**src/sv/double_ended_queue_macros.svh**
```systemverilog
// Assertion helpers used by the queue datapath.
`ifndef DOUBLE_ENDED_QUEUE_MACROS_SVH
`define DOUBLE_ENDED_QUEUE_MACROS_SVH

// Same-cycle implication, checked out of reset.
`define DQ_ASSERT_IMPL(label, ante, cons) \
  label: assert property (@(posedge clk_i) disable iff (!rst_ni) (ante) |-> (cons)) \
    else $error("queue check failed");

// Next-cycle implication, checked out of reset.
`define DQ_ASSERT_NEXT(label, ante, cons) \
  label: assert property (@(posedge clk_i) disable iff (!rst_ni) (ante) |=> (cons)) \
    else $error("queue check failed");

`endif

```
**src/sv/dq_pkg.sv**
```systemverilog
package dq_pkg;

  localparam int unsigned DQ_DEPTH     = 1024;
  localparam int unsigned DQ_WORD_BITS = 32;
  localparam int unsigned OP_W         = 3;
  localparam int unsigned STAT_W       = 2;

  typedef enum logic [OP_W-1:0] {
    OP_PUSH_BACK  = 3'd0,
    OP_POP_BACK   = 3'd1,
    OP_PUSH_FRONT = 3'd2,
    OP_POP_FRONT  = 3'd3,
    OP_QUERY      = 3'd4
  } dq_op_e;

  typedef enum logic [STAT_W-1:0] {
    ST_OK    = 2'd0,
    ST_EMPTY = 2'd1,
    ST_FULL  = 2'd2
  } dq_status_e;

  typedef enum logic {
    DQ_IDLE,
    DQ_RESP
  } dq_state_e;

  typedef enum logic [1:0] {
    SLOT_TAIL,       // one past the back word
    SLOT_BACK,       // the back word
    SLOT_HEAD_PREV,  // one before the front word
    SLOT_HEAD        // the front word
  } dq_slot_e;

  typedef enum logic [1:0] {
    PTR_KEEP,
    PTR_INC,
    PTR_DEC
  } dq_step_e;

  typedef struct packed {
    logic       load;
    logic       mem_we;
    logic       mem_re;
    dq_slot_e   slot_sel;
    dq_step_e   head_op;
    dq_step_e   count_op;
    dq_status_e status;
    logic       pop_ok;
  } dq_cmd_t;

  typedef struct packed {
    logic empty;
    logic full;
  } dq_stat_t;

endpackage

```
**src/sv/dq_ctrl.sv**
```systemverilog
module dq_ctrl import dq_pkg::*; (
  input  logic            clk_i,
  input  logic            rst_ni,
  input  logic            in_valid_i,
  input  logic [OP_W-1:0] operation_i,
  input  logic            out_ready_i,
  input  dq_stat_t        stat_i,
  output logic            in_ready_o,
  output logic            out_valid_o,
  output dq_cmd_t         cmd_o
);

  dq_state_e state_q, state_d;
  logic      accept;

  always_ff @(posedge clk_i or negedge rst_ni) begin
    if (!rst_ni) begin
      state_q <= DQ_IDLE;
    end else begin
      state_q <= state_d;
    end
  end

  always_comb begin
    // a held result frees the slot in the cycle it is taken
    in_ready_o  = (state_q == DQ_IDLE) || out_ready_i;
    out_valid_o = (state_q == DQ_RESP);
    accept      = in_valid_i && in_ready_o;

    state_d = state_q;
    unique case (state_q)
      DQ_IDLE: begin
        if (accept) state_d = DQ_RESP;
      end
      DQ_RESP: begin
        if (accept)           state_d = DQ_RESP;
        else if (out_ready_i) state_d = DQ_IDLE;
      end
      default: state_d = DQ_IDLE;
    endcase

    cmd_o          = '0;
    cmd_o.load     = accept;
    cmd_o.slot_sel = SLOT_HEAD;
    cmd_o.head_op  = PTR_KEEP;
    cmd_o.count_op = PTR_KEEP;
    cmd_o.status   = ST_OK;
    if (accept) begin
      unique case (dq_op_e'(operation_i))
        OP_PUSH_BACK: begin
          if (stat_i.full) begin
            cmd_o.status = ST_FULL;
          end else begin
            cmd_o.mem_we   = 1'b1;
            cmd_o.slot_sel = SLOT_TAIL;
            cmd_o.count_op = PTR_INC;
          end
        end
        OP_POP_BACK: begin
          if (stat_i.empty) begin
            cmd_o.status = ST_EMPTY;
          end else begin
            cmd_o.mem_re   = 1'b1;
            cmd_o.pop_ok   = 1'b1;
            cmd_o.slot_sel = SLOT_BACK;
            cmd_o.count_op = PTR_DEC;
          end
        end
        OP_PUSH_FRONT: begin
          if (stat_i.full) begin
            cmd_o.status = ST_FULL;
          end else begin
            cmd_o.mem_we   = 1'b1;
            cmd_o.slot_sel = SLOT_HEAD_PREV;
            cmd_o.head_op  = PTR_DEC;
            cmd_o.count_op = PTR_INC;
          end
        end
        OP_POP_FRONT: begin
          if (stat_i.empty) begin
            cmd_o.status = ST_EMPTY;
          end else begin
            cmd_o.mem_re   = 1'b1;
            cmd_o.pop_ok   = 1'b1;
            cmd_o.slot_sel = SLOT_HEAD;
            cmd_o.head_op  = PTR_INC;
            cmd_o.count_op = PTR_DEC;
          end
        end
        default: begin
          // query and unused codes leave the queue alone
        end
      endcase
    end
  end

endmodule

```
**config.mk**
```make
export PLATFORM = sky130hd
export DESIGN_NAME = dq_ctrl
export DESIGN_NICKNAME = d
export VERILOG_FILES = /design/src/sv/double_ended_queue_macros.svh /design/src/sv/dq_pkg.sv /design/src/sv/dq_ctrl.sv
export SDC_FILE = /design/constraint.sdc
export NUM_CORES = 1
export LEC_CHECK = 0
export ABC_CLOCK_PERIOD_IN_PS = 1450
export BUFFER_PORTS_ARGS = -buffer_cell sky130_fd_sc_hd__buf_2
export CAP_MARGIN = 10
export CORE_AREA = 2 2 39 41
export CTS_CLUSTER_DIAMETER = 200
export DETAILED_ROUTE_END_ITERATION = 10
export DIE_AREA = 0 0 41 43
export GPL_TIMING_DRIVEN = 0
export SYNTH_ARGS = -nofsm -noshare
export SYNTH_HDL_FRONTEND = slang
export SYNTH_SLANG_ARGS = --single-unit
```
**constraint.sdc**
```tcl
create_clock -name clk_i -period 1.45 [get_ports clk_i]
set_input_delay 0.29 -clock clk_i [delete_from_list [all_inputs] [get_ports clk_i]]
set_output_delay 0.29 -clock clk_i [all_outputs]
set_load 0.02 [all_outputs]
```
### Word level (Yosys, flattened, before mapping)

Cells that the tools add are included.

| storage, ports and cells | value |
|---|---|
| word-level logic and storage cells | 31 |
| bits of input ports | 9 |
| flip-flop bits (word level) | 1 |

| cells by class | value |
|---|---|
| reduce and logical (&&, ||, !) cells | 5 |
| muxes and demuxes | 21 |
| bitwise operators | 1 |
| equal/unequal tests | 3 |

Operator list:

| operator | number |
|---|---|
| $pmux W4 S4 | 1 |
| $mux W11 | 1 |
| $mux W1 | 9 |
| $pmux W2 S4 | 1 |
| $mux W7 | 1 |
| $eq A3 B2 Y1 const B | 2 |
| $mux W2 | 3 |
| $mux W5 | 1 |
| $pmux W1 S2 | 2 |
| $pmux W2 S2 | 1 |
| $reduce_or A2 Y1 | 2 |
| $eq A3 B1 Y1 const B | 1 |
| $logic_not A3 Y1 | 1 |
| $mux W3 | 1 |
| $logic_and A1 B1 Y1 | 1 |
| $logic_or A1 B1 Y1 | 1 |
| $not A1 Y1 | 1 |

### Logic depth before layout (Yosys ltp)

Gate-level depths: netlist of the first run.

| depth | value |
|---|---|
| depth after elaboration | 5 |
| mapped depth | 4 |

### Worst setup path after synthesis of the first run

OpenSTA, ideal clock, no wires.

| timing | value |
|---|---|
| path type | reg-to-output |
| from | reg state_q (netlist: out_valid_o) |
| to | out cmd_o[4] (netlist bit) |
| slack | -0.472 ns |
| arrival | 1.632 ns |
| required time | 1.160 ns |
| stages on the path, launching flop included | 5 |
| path through | dfrtp_1 > nor2b_1 > clkbuf_1 > nor3_1 > buf_4 |

RTL lines:

| element | line | text |
|---|---|---|
| start, declared | dq_ctrl.sv:13 | `dq_state_e state_q, state_d;` |
| start signal, assigned | dq_ctrl.sv:20 | `state_q <= state_d;` |
| end, declared | dq_ctrl.sv:10 | `output dq_cmd_t cmd_o` |

==> reports/metrics.csv, run 1 <==
metric,value,unit
run status,finished with violations,
violated checks,setup timing,
number of nets with antenna violations after detailed routing,0,
Crit Path Class,in -> out,
area share of the largest cell type after synthesis,0.131,
relative area change from synthesis to final layout,164,%
Critical R2R Launch,out_valid_o,
area of all sequential standard cells,26.3,sq um
Port-buffer cells,21,
area occupied by multi-input gates,235,sq um
minimum clock period after layout,1550,ps
CP peak stage delay,420,ps
average wire length per cell after detail routing,10.4,microns
weighted congestion at the end of routability-driven global placement,0.609,
FF-to-FF path depth,3,
worst-case register-to-register setup slack,350,ps
maximum number of pins on one net before global-route repair,11,
first-pass GRT wire length,1.01,mm
Hold Path Class,in -> async,
CP endpoint kind,output port,
total power,161,uW
via count of the first global-routing pass,264,
leftover overflow at the end of global routing,0,
source-to-sink clock delay at the later pin of the worst-skew pair,0,ps
Max-Cap Viols,0,
worst clock skew,0,ps
"flops & latches, synth",1,
DIE HEIGHT,43,microns
# fillers,145,
DRC,0,
Yosys warning count,0,
via/cell ratio,4.19,
1st-iter DRT viols,1,
number of setup violations in the final report,1,
"Max FO, Critical Path",8,
die width,41,microns
static leakage,0.000232,uW
floorplan die area,0.00176,sq mm
total number of vias,268,
distinct cell type count of the synthesized netlist,18,
flip-flop count of the largest register after layout,1,
Post-Synthesis Mean Instance Area,7.66,sq um
max-slew violations,0,
antenna fix cells,0,
post-synthesis net count,34,
num ports,23,
Critical Path Start Type,input pin,
worst-margin pin slew,198,ps
sequential area share after synthesis,0.131,
Area contributors post-synth,"sky130_fd_sc_hd__dfrtp_1, sky130_fd_sc_hd__nor4b_1, sky130_fd_sc_hd__nor3_1",
Reg2Reg Capture Point,out_valid_o,
Finished Layout Cells,64,
"Net count, final",59,
Total GRT Usage,0.0761,
dpl hpwl,509,microns
area of the core,0.00138,sq mm
RSZ-0062 raised after global routing,yes,
Fmax,644,MHz
CP required,1160,ps
summed area of non-filler cells in the final layout,505,sq um
power per cell area,318,mW/mm^2
cell type of the slowest stage on the worst timing path,sky130_fd_sc_hd__or4_4,
cell area after technology mapping,191,sq um
instance area after placement,449,sq um
number of antenna violations at the first check in global routing,0,
CP Cell Sequence,buf_12 -> mux2_4 -> or4_4 -> buf_6,
First-pass DRT Iterations,2,
number of core rows,14,
number of placed instances with taps included,62,
final setup margin,-103,ps
worst endpoint data arrival time,1260,ps
post-placement setup slack,-194,ps
period utilization,1.07,
final WL,665,microns
Worst-path clk slew,0,ps
worst slew margin relative to its limit,0.866,
library cell with the largest summed area after synthesis,sky130_fd_sc_hd__dfrtp_1,
worst vdd rail ir drop,0.106,mV
cell count after synthesis,25,
"Hold Vio Cnt, Final",0,
Initial Utilization,0.138,
layout cell share with drive strength beyond 1,0.896,
[worst max-delay path, delay by kind of cell]
kind          cells  cell delay, ps
mux               1             290
simple gates      1             420
buf+inv           2             270
[metal layers]
layer / share of wire / vias up / GRT usage
li1: - / 134 / -
met1: 0.36 / 116 / 0.102
met2: 0.47 / 18 / 0.128
met3: 0.17 / 0 / 0.0157
met4: 0 / 0 / 0
met5: 0 / - / 0
[Yosys cell counts, drive strengths merged]
cell type  n
inv        1
nand2b     1
nor3       3
nor4bb     1
clkbuf     2
mux2       1
or2        1
nand2      1
nor2b      2
or4        2
nor4b      2
dfrtp      1
or2b       1
buf        3
nor2       1
nor4       2
[cell type report]
| type | instances | area share |
|---|---|---|
| Buffer | 4 | 0.104 |
| Inverter | 1 | 0.00743 |
| Multi-Input combinational cell | 18 | 0.465 |
| Timing Repair Buffer | 24 | 0.332 |
| Sequential cell | 1 | 0.0520 |
| Tap cell | 16 | 0.0396 |
[through the flow]
stage	hold WS [ps]	util	setup TNS, ps
after floorplan	-5.59	-	-15.7
after global placement	64.2	0.325	-350
after detailed placement	66.4	0.325	-303
after CTS	66.7	0.373	-211
after global routing	67.3	0.365	-175
final	65.1	0.365	-103
[timing repair]
item	CTS	global route
endpoints found under the setup margin	4	7
pin swaps	2	1
hold buffers	0	0
resized for setup	11	1
setup buffers	3	0
[layout by cell type (no fill, tap or decap), drive strengths merged]
cell    instances
inv             1
nand2           1
nor4            2
clkbuf          1
or4             2
dfrtp           1
or2             1
or2b            1
nor4b           2
buf            27
nor4bb          1
nor2            1
nand2b          1
mux2            1
nor3            3
nor2b           2
[where the power goes]
group	leakage (uW)	switching, uW	total [uW]	internal (uW)
Sequential	0.00000999	0.750	31.4	30.6
Clock	0	0	0	0
Combinational	0.000222	64.9	129	64.5
[logic make-up (layout without fill, tap and decap cells)]
kind of cell / count (synthesis) / count (layout) / share of synthesized area
buffers and inverters: 6 / 29 / 0.196
DFF: 1 / 1 / 0.131
and+or+nand+nor: 17 / 17 / 0.595
muxes: 1 / 1 / 0.0784
[how the worst max path moves through the flow]
stage | startpoint | endpoint | slack (ps) | cells past startpoint
after detailed placement | operation_i[2] | cmd_o[8] | -190 | 5
after global routing | operation_i[0] | cmd_o[8] | -120 | 4
final | operation_i[0] | cmd_o[8] | -100 | 4
after floorplan | operation_i[0] | cmd_o[4] | -10 | 4
after CTS | operation_i[0] | cmd_o[8] | -100 | 4
after global placement | operation_i[2] | cmd_o[8] | -200 | 5
Power figures use the tool's default switching activity.
==> run 2: changes to the inputs <==
- CTS_CLUSTER_SIZE: not set -> 30
- PLACE_DENSITY: not set -> 0.44
- SKIP_CTS_REPAIR_TIMING: not set -> 1
==> run 2 against run 1 <==
The flow still finishes with violations (setup timing). Register-to-register slack hardly changed. Die area did not move. Combinational power up 7%. Power grew 5.2%. Design area up 5.7%. Via count rose by 0.75%. Cell count grew 1.6%. Critical path type unchanged.
==> reports/metrics.csv, run 2 (synthesis results as in run 1) <==
metric,value,unit,change
run status,finished with violations,,
violated checks,setup timing,,
average wire length per cell after detail routing,9.77,microns,-6.0%
power per cell area,317,mW/mm^2,-0.42%
"Core Util, Final",0.386,,+0.0208
"Max FO, Critical Path",8,,unchanged
weighted congestion at the end of routability-driven global placement,0.669,,+9.8%
worst-case register-to-register setup slack,340,ps,about the same
Worst-path clk slew,0,ps,unchanged
CP required,1160,ps,about the same
Initial Utilization,0.138,,unchanged
final setup margin,-91.8,ps,+11.7 ps
floorplan die area,0.00176,sq mm,unchanged
Total GRT Usage,0.0709,,-0.00515
leftover overflow at the end of global routing,0,,unchanged
number of setup violations in the final report,4,,+3
"most common cell after layout, fill and taps aside",sky130_fd_sc_hd__buf_2,,
Critical Path Source,operation_i[0],,
final WL,635,microns,-4.5%
DRC,0,,unchanged
"Hold Vio Cnt, Final",0,,unchanged
CP endpoint kind,output port,,
first-pass GRT wire length,945,microns,-6.8%
Critical R2R Launch,out_valid_o,,
period utilization,1.06,,-0.00807
minimum clock period after layout,1540,ps,-11.7 ps
max-slew violations,0,,unchanged
Hold Path Class,in -> async,,
worst clock skew,0,ps,unchanged
worst setup path endpoint,cmd_o[8],,
number of core rows,14,,unchanged
num ports,23,,unchanged
total number of vias,270,,+0.75%
Crit Path Class,in -> out,,
Fmax,649,MHz,+0.76%
die width,41,microns,unchanged
via count of the first global-routing pass,212,,-20%
source-to-sink clock delay at the later pin of the worst-skew pair,0,ps,unchanged
worst slew margin relative to its limit,0.868,,+0.00192
FF-to-FF path depth,3,,unchanged
"Net count, final",60,,+1.7%
static leakage,0.000246,uW,+5.8%
Reg2Reg Capture Point,out_valid_o,,
DIE HEIGHT,43,microns,unchanged
Critical Path Start Type,input pin,,
antenna fix cells,0,,unchanged
Port-buffer cells,21,,unchanged
relative area change from synthesis to final layout,179,%,
worst vdd rail ir drop,0.0823,mV,-22%
dpl hpwl,500,microns,-1.9%
First-pass DRT Iterations,3,,+1
RSZ-0062 raised after global routing,yes,,
post-placement setup slack,-196,ps,-2.50 ps
via/cell ratio,4.15,,-0.80%
number of antenna violations at the first check in global routing,0,,unchanged
Max-Cap Viols,0,,unchanged
worst-margin pin slew,198,ps,-0.335 ps
number of nets with antenna violations after detailed routing,0,,unchanged
flip-flop count of the largest register after layout,1,,unchanged
area of the core,0.00138,sq mm,unchanged
maximum number of pins on one net before global-route repair,11,,unchanged
1st-iter DRT viols,3,,+2
most used cells in the layout excluding fill and tap cells,"sky130_fd_sc_hd__buf_2, sky130_fd_sc_hd__buf_6, sky130_fd_sc_hd__buf_4",,
smallest hold slack,66.1,ps,+0.940 ps
layout cell share with drive strength beyond 1,0.898,,+0.00213
worst endpoint data arrival time,1250,ps,about the same
-- run 2: layout make-up --
type	count	area, sq um
Inverter	1	3.75
Sequential cell	1	26.3
Buffer	5	67.6
Timing Repair Buffer	24	173
Tap cell	16	20.0
Fill cell	147	850
Multi-Input combinational cell	18	244
-- run 2: worst min-delay path by stage --
stage	from	endpoint	cells after the start
6_report	rst_ni	out_valid_o	1
5_1_grt	rst_ni	out_valid_o	1
4_1_cts	rst_ni	out_valid_o	1
3_5_place_dp	rst_ni	out_valid_o	1
3_3_place_gp	rst_ni	out_valid_o	1
2_1_floorplan	rst_ni	out_valid_o	0
-- run 2: metal layers --
layer / vias to the layer above / routed length (microns) / GRT usage
met4: 0 / 0 / 0
met2: 12 / 323 / 0.109
li1: 136 / - / -
met1: 122 / 258 / 0.111
met5: - / 0 / 0
met3: 0 / 53 / 0.00524
-- run 2: metrics by stage --
stage | instances | cell area [sq um] | total power (uW) | TNS [ps]
finish | 65 | 534 | 169 | -182
global route | 65 | 534 | 179 | -401
detailed placement | 62 | 449 | 148 | -310
global placement | 62 | 449 | 147 | -326
floorplan | 25 | 324 | 117 | -15.7
CTS | 62 | 449 | 149 | -318
-- run 2: worst max-delay path, cell delays in order --
cell	delay, ps
sky130_fd_sc_hd__buf_12	120
sky130_fd_sc_hd__mux2_4	280
sky130_fd_sc_hd__or4_4	410
sky130_fd_sc_hd__buf_6	140
-- run 2: report_power, final --
group          total (uW)  internal [uW]  switching (uW)
registers            31.4           30.6           0.790
clock network           0              0               0
logic                 138           70.8            67.0
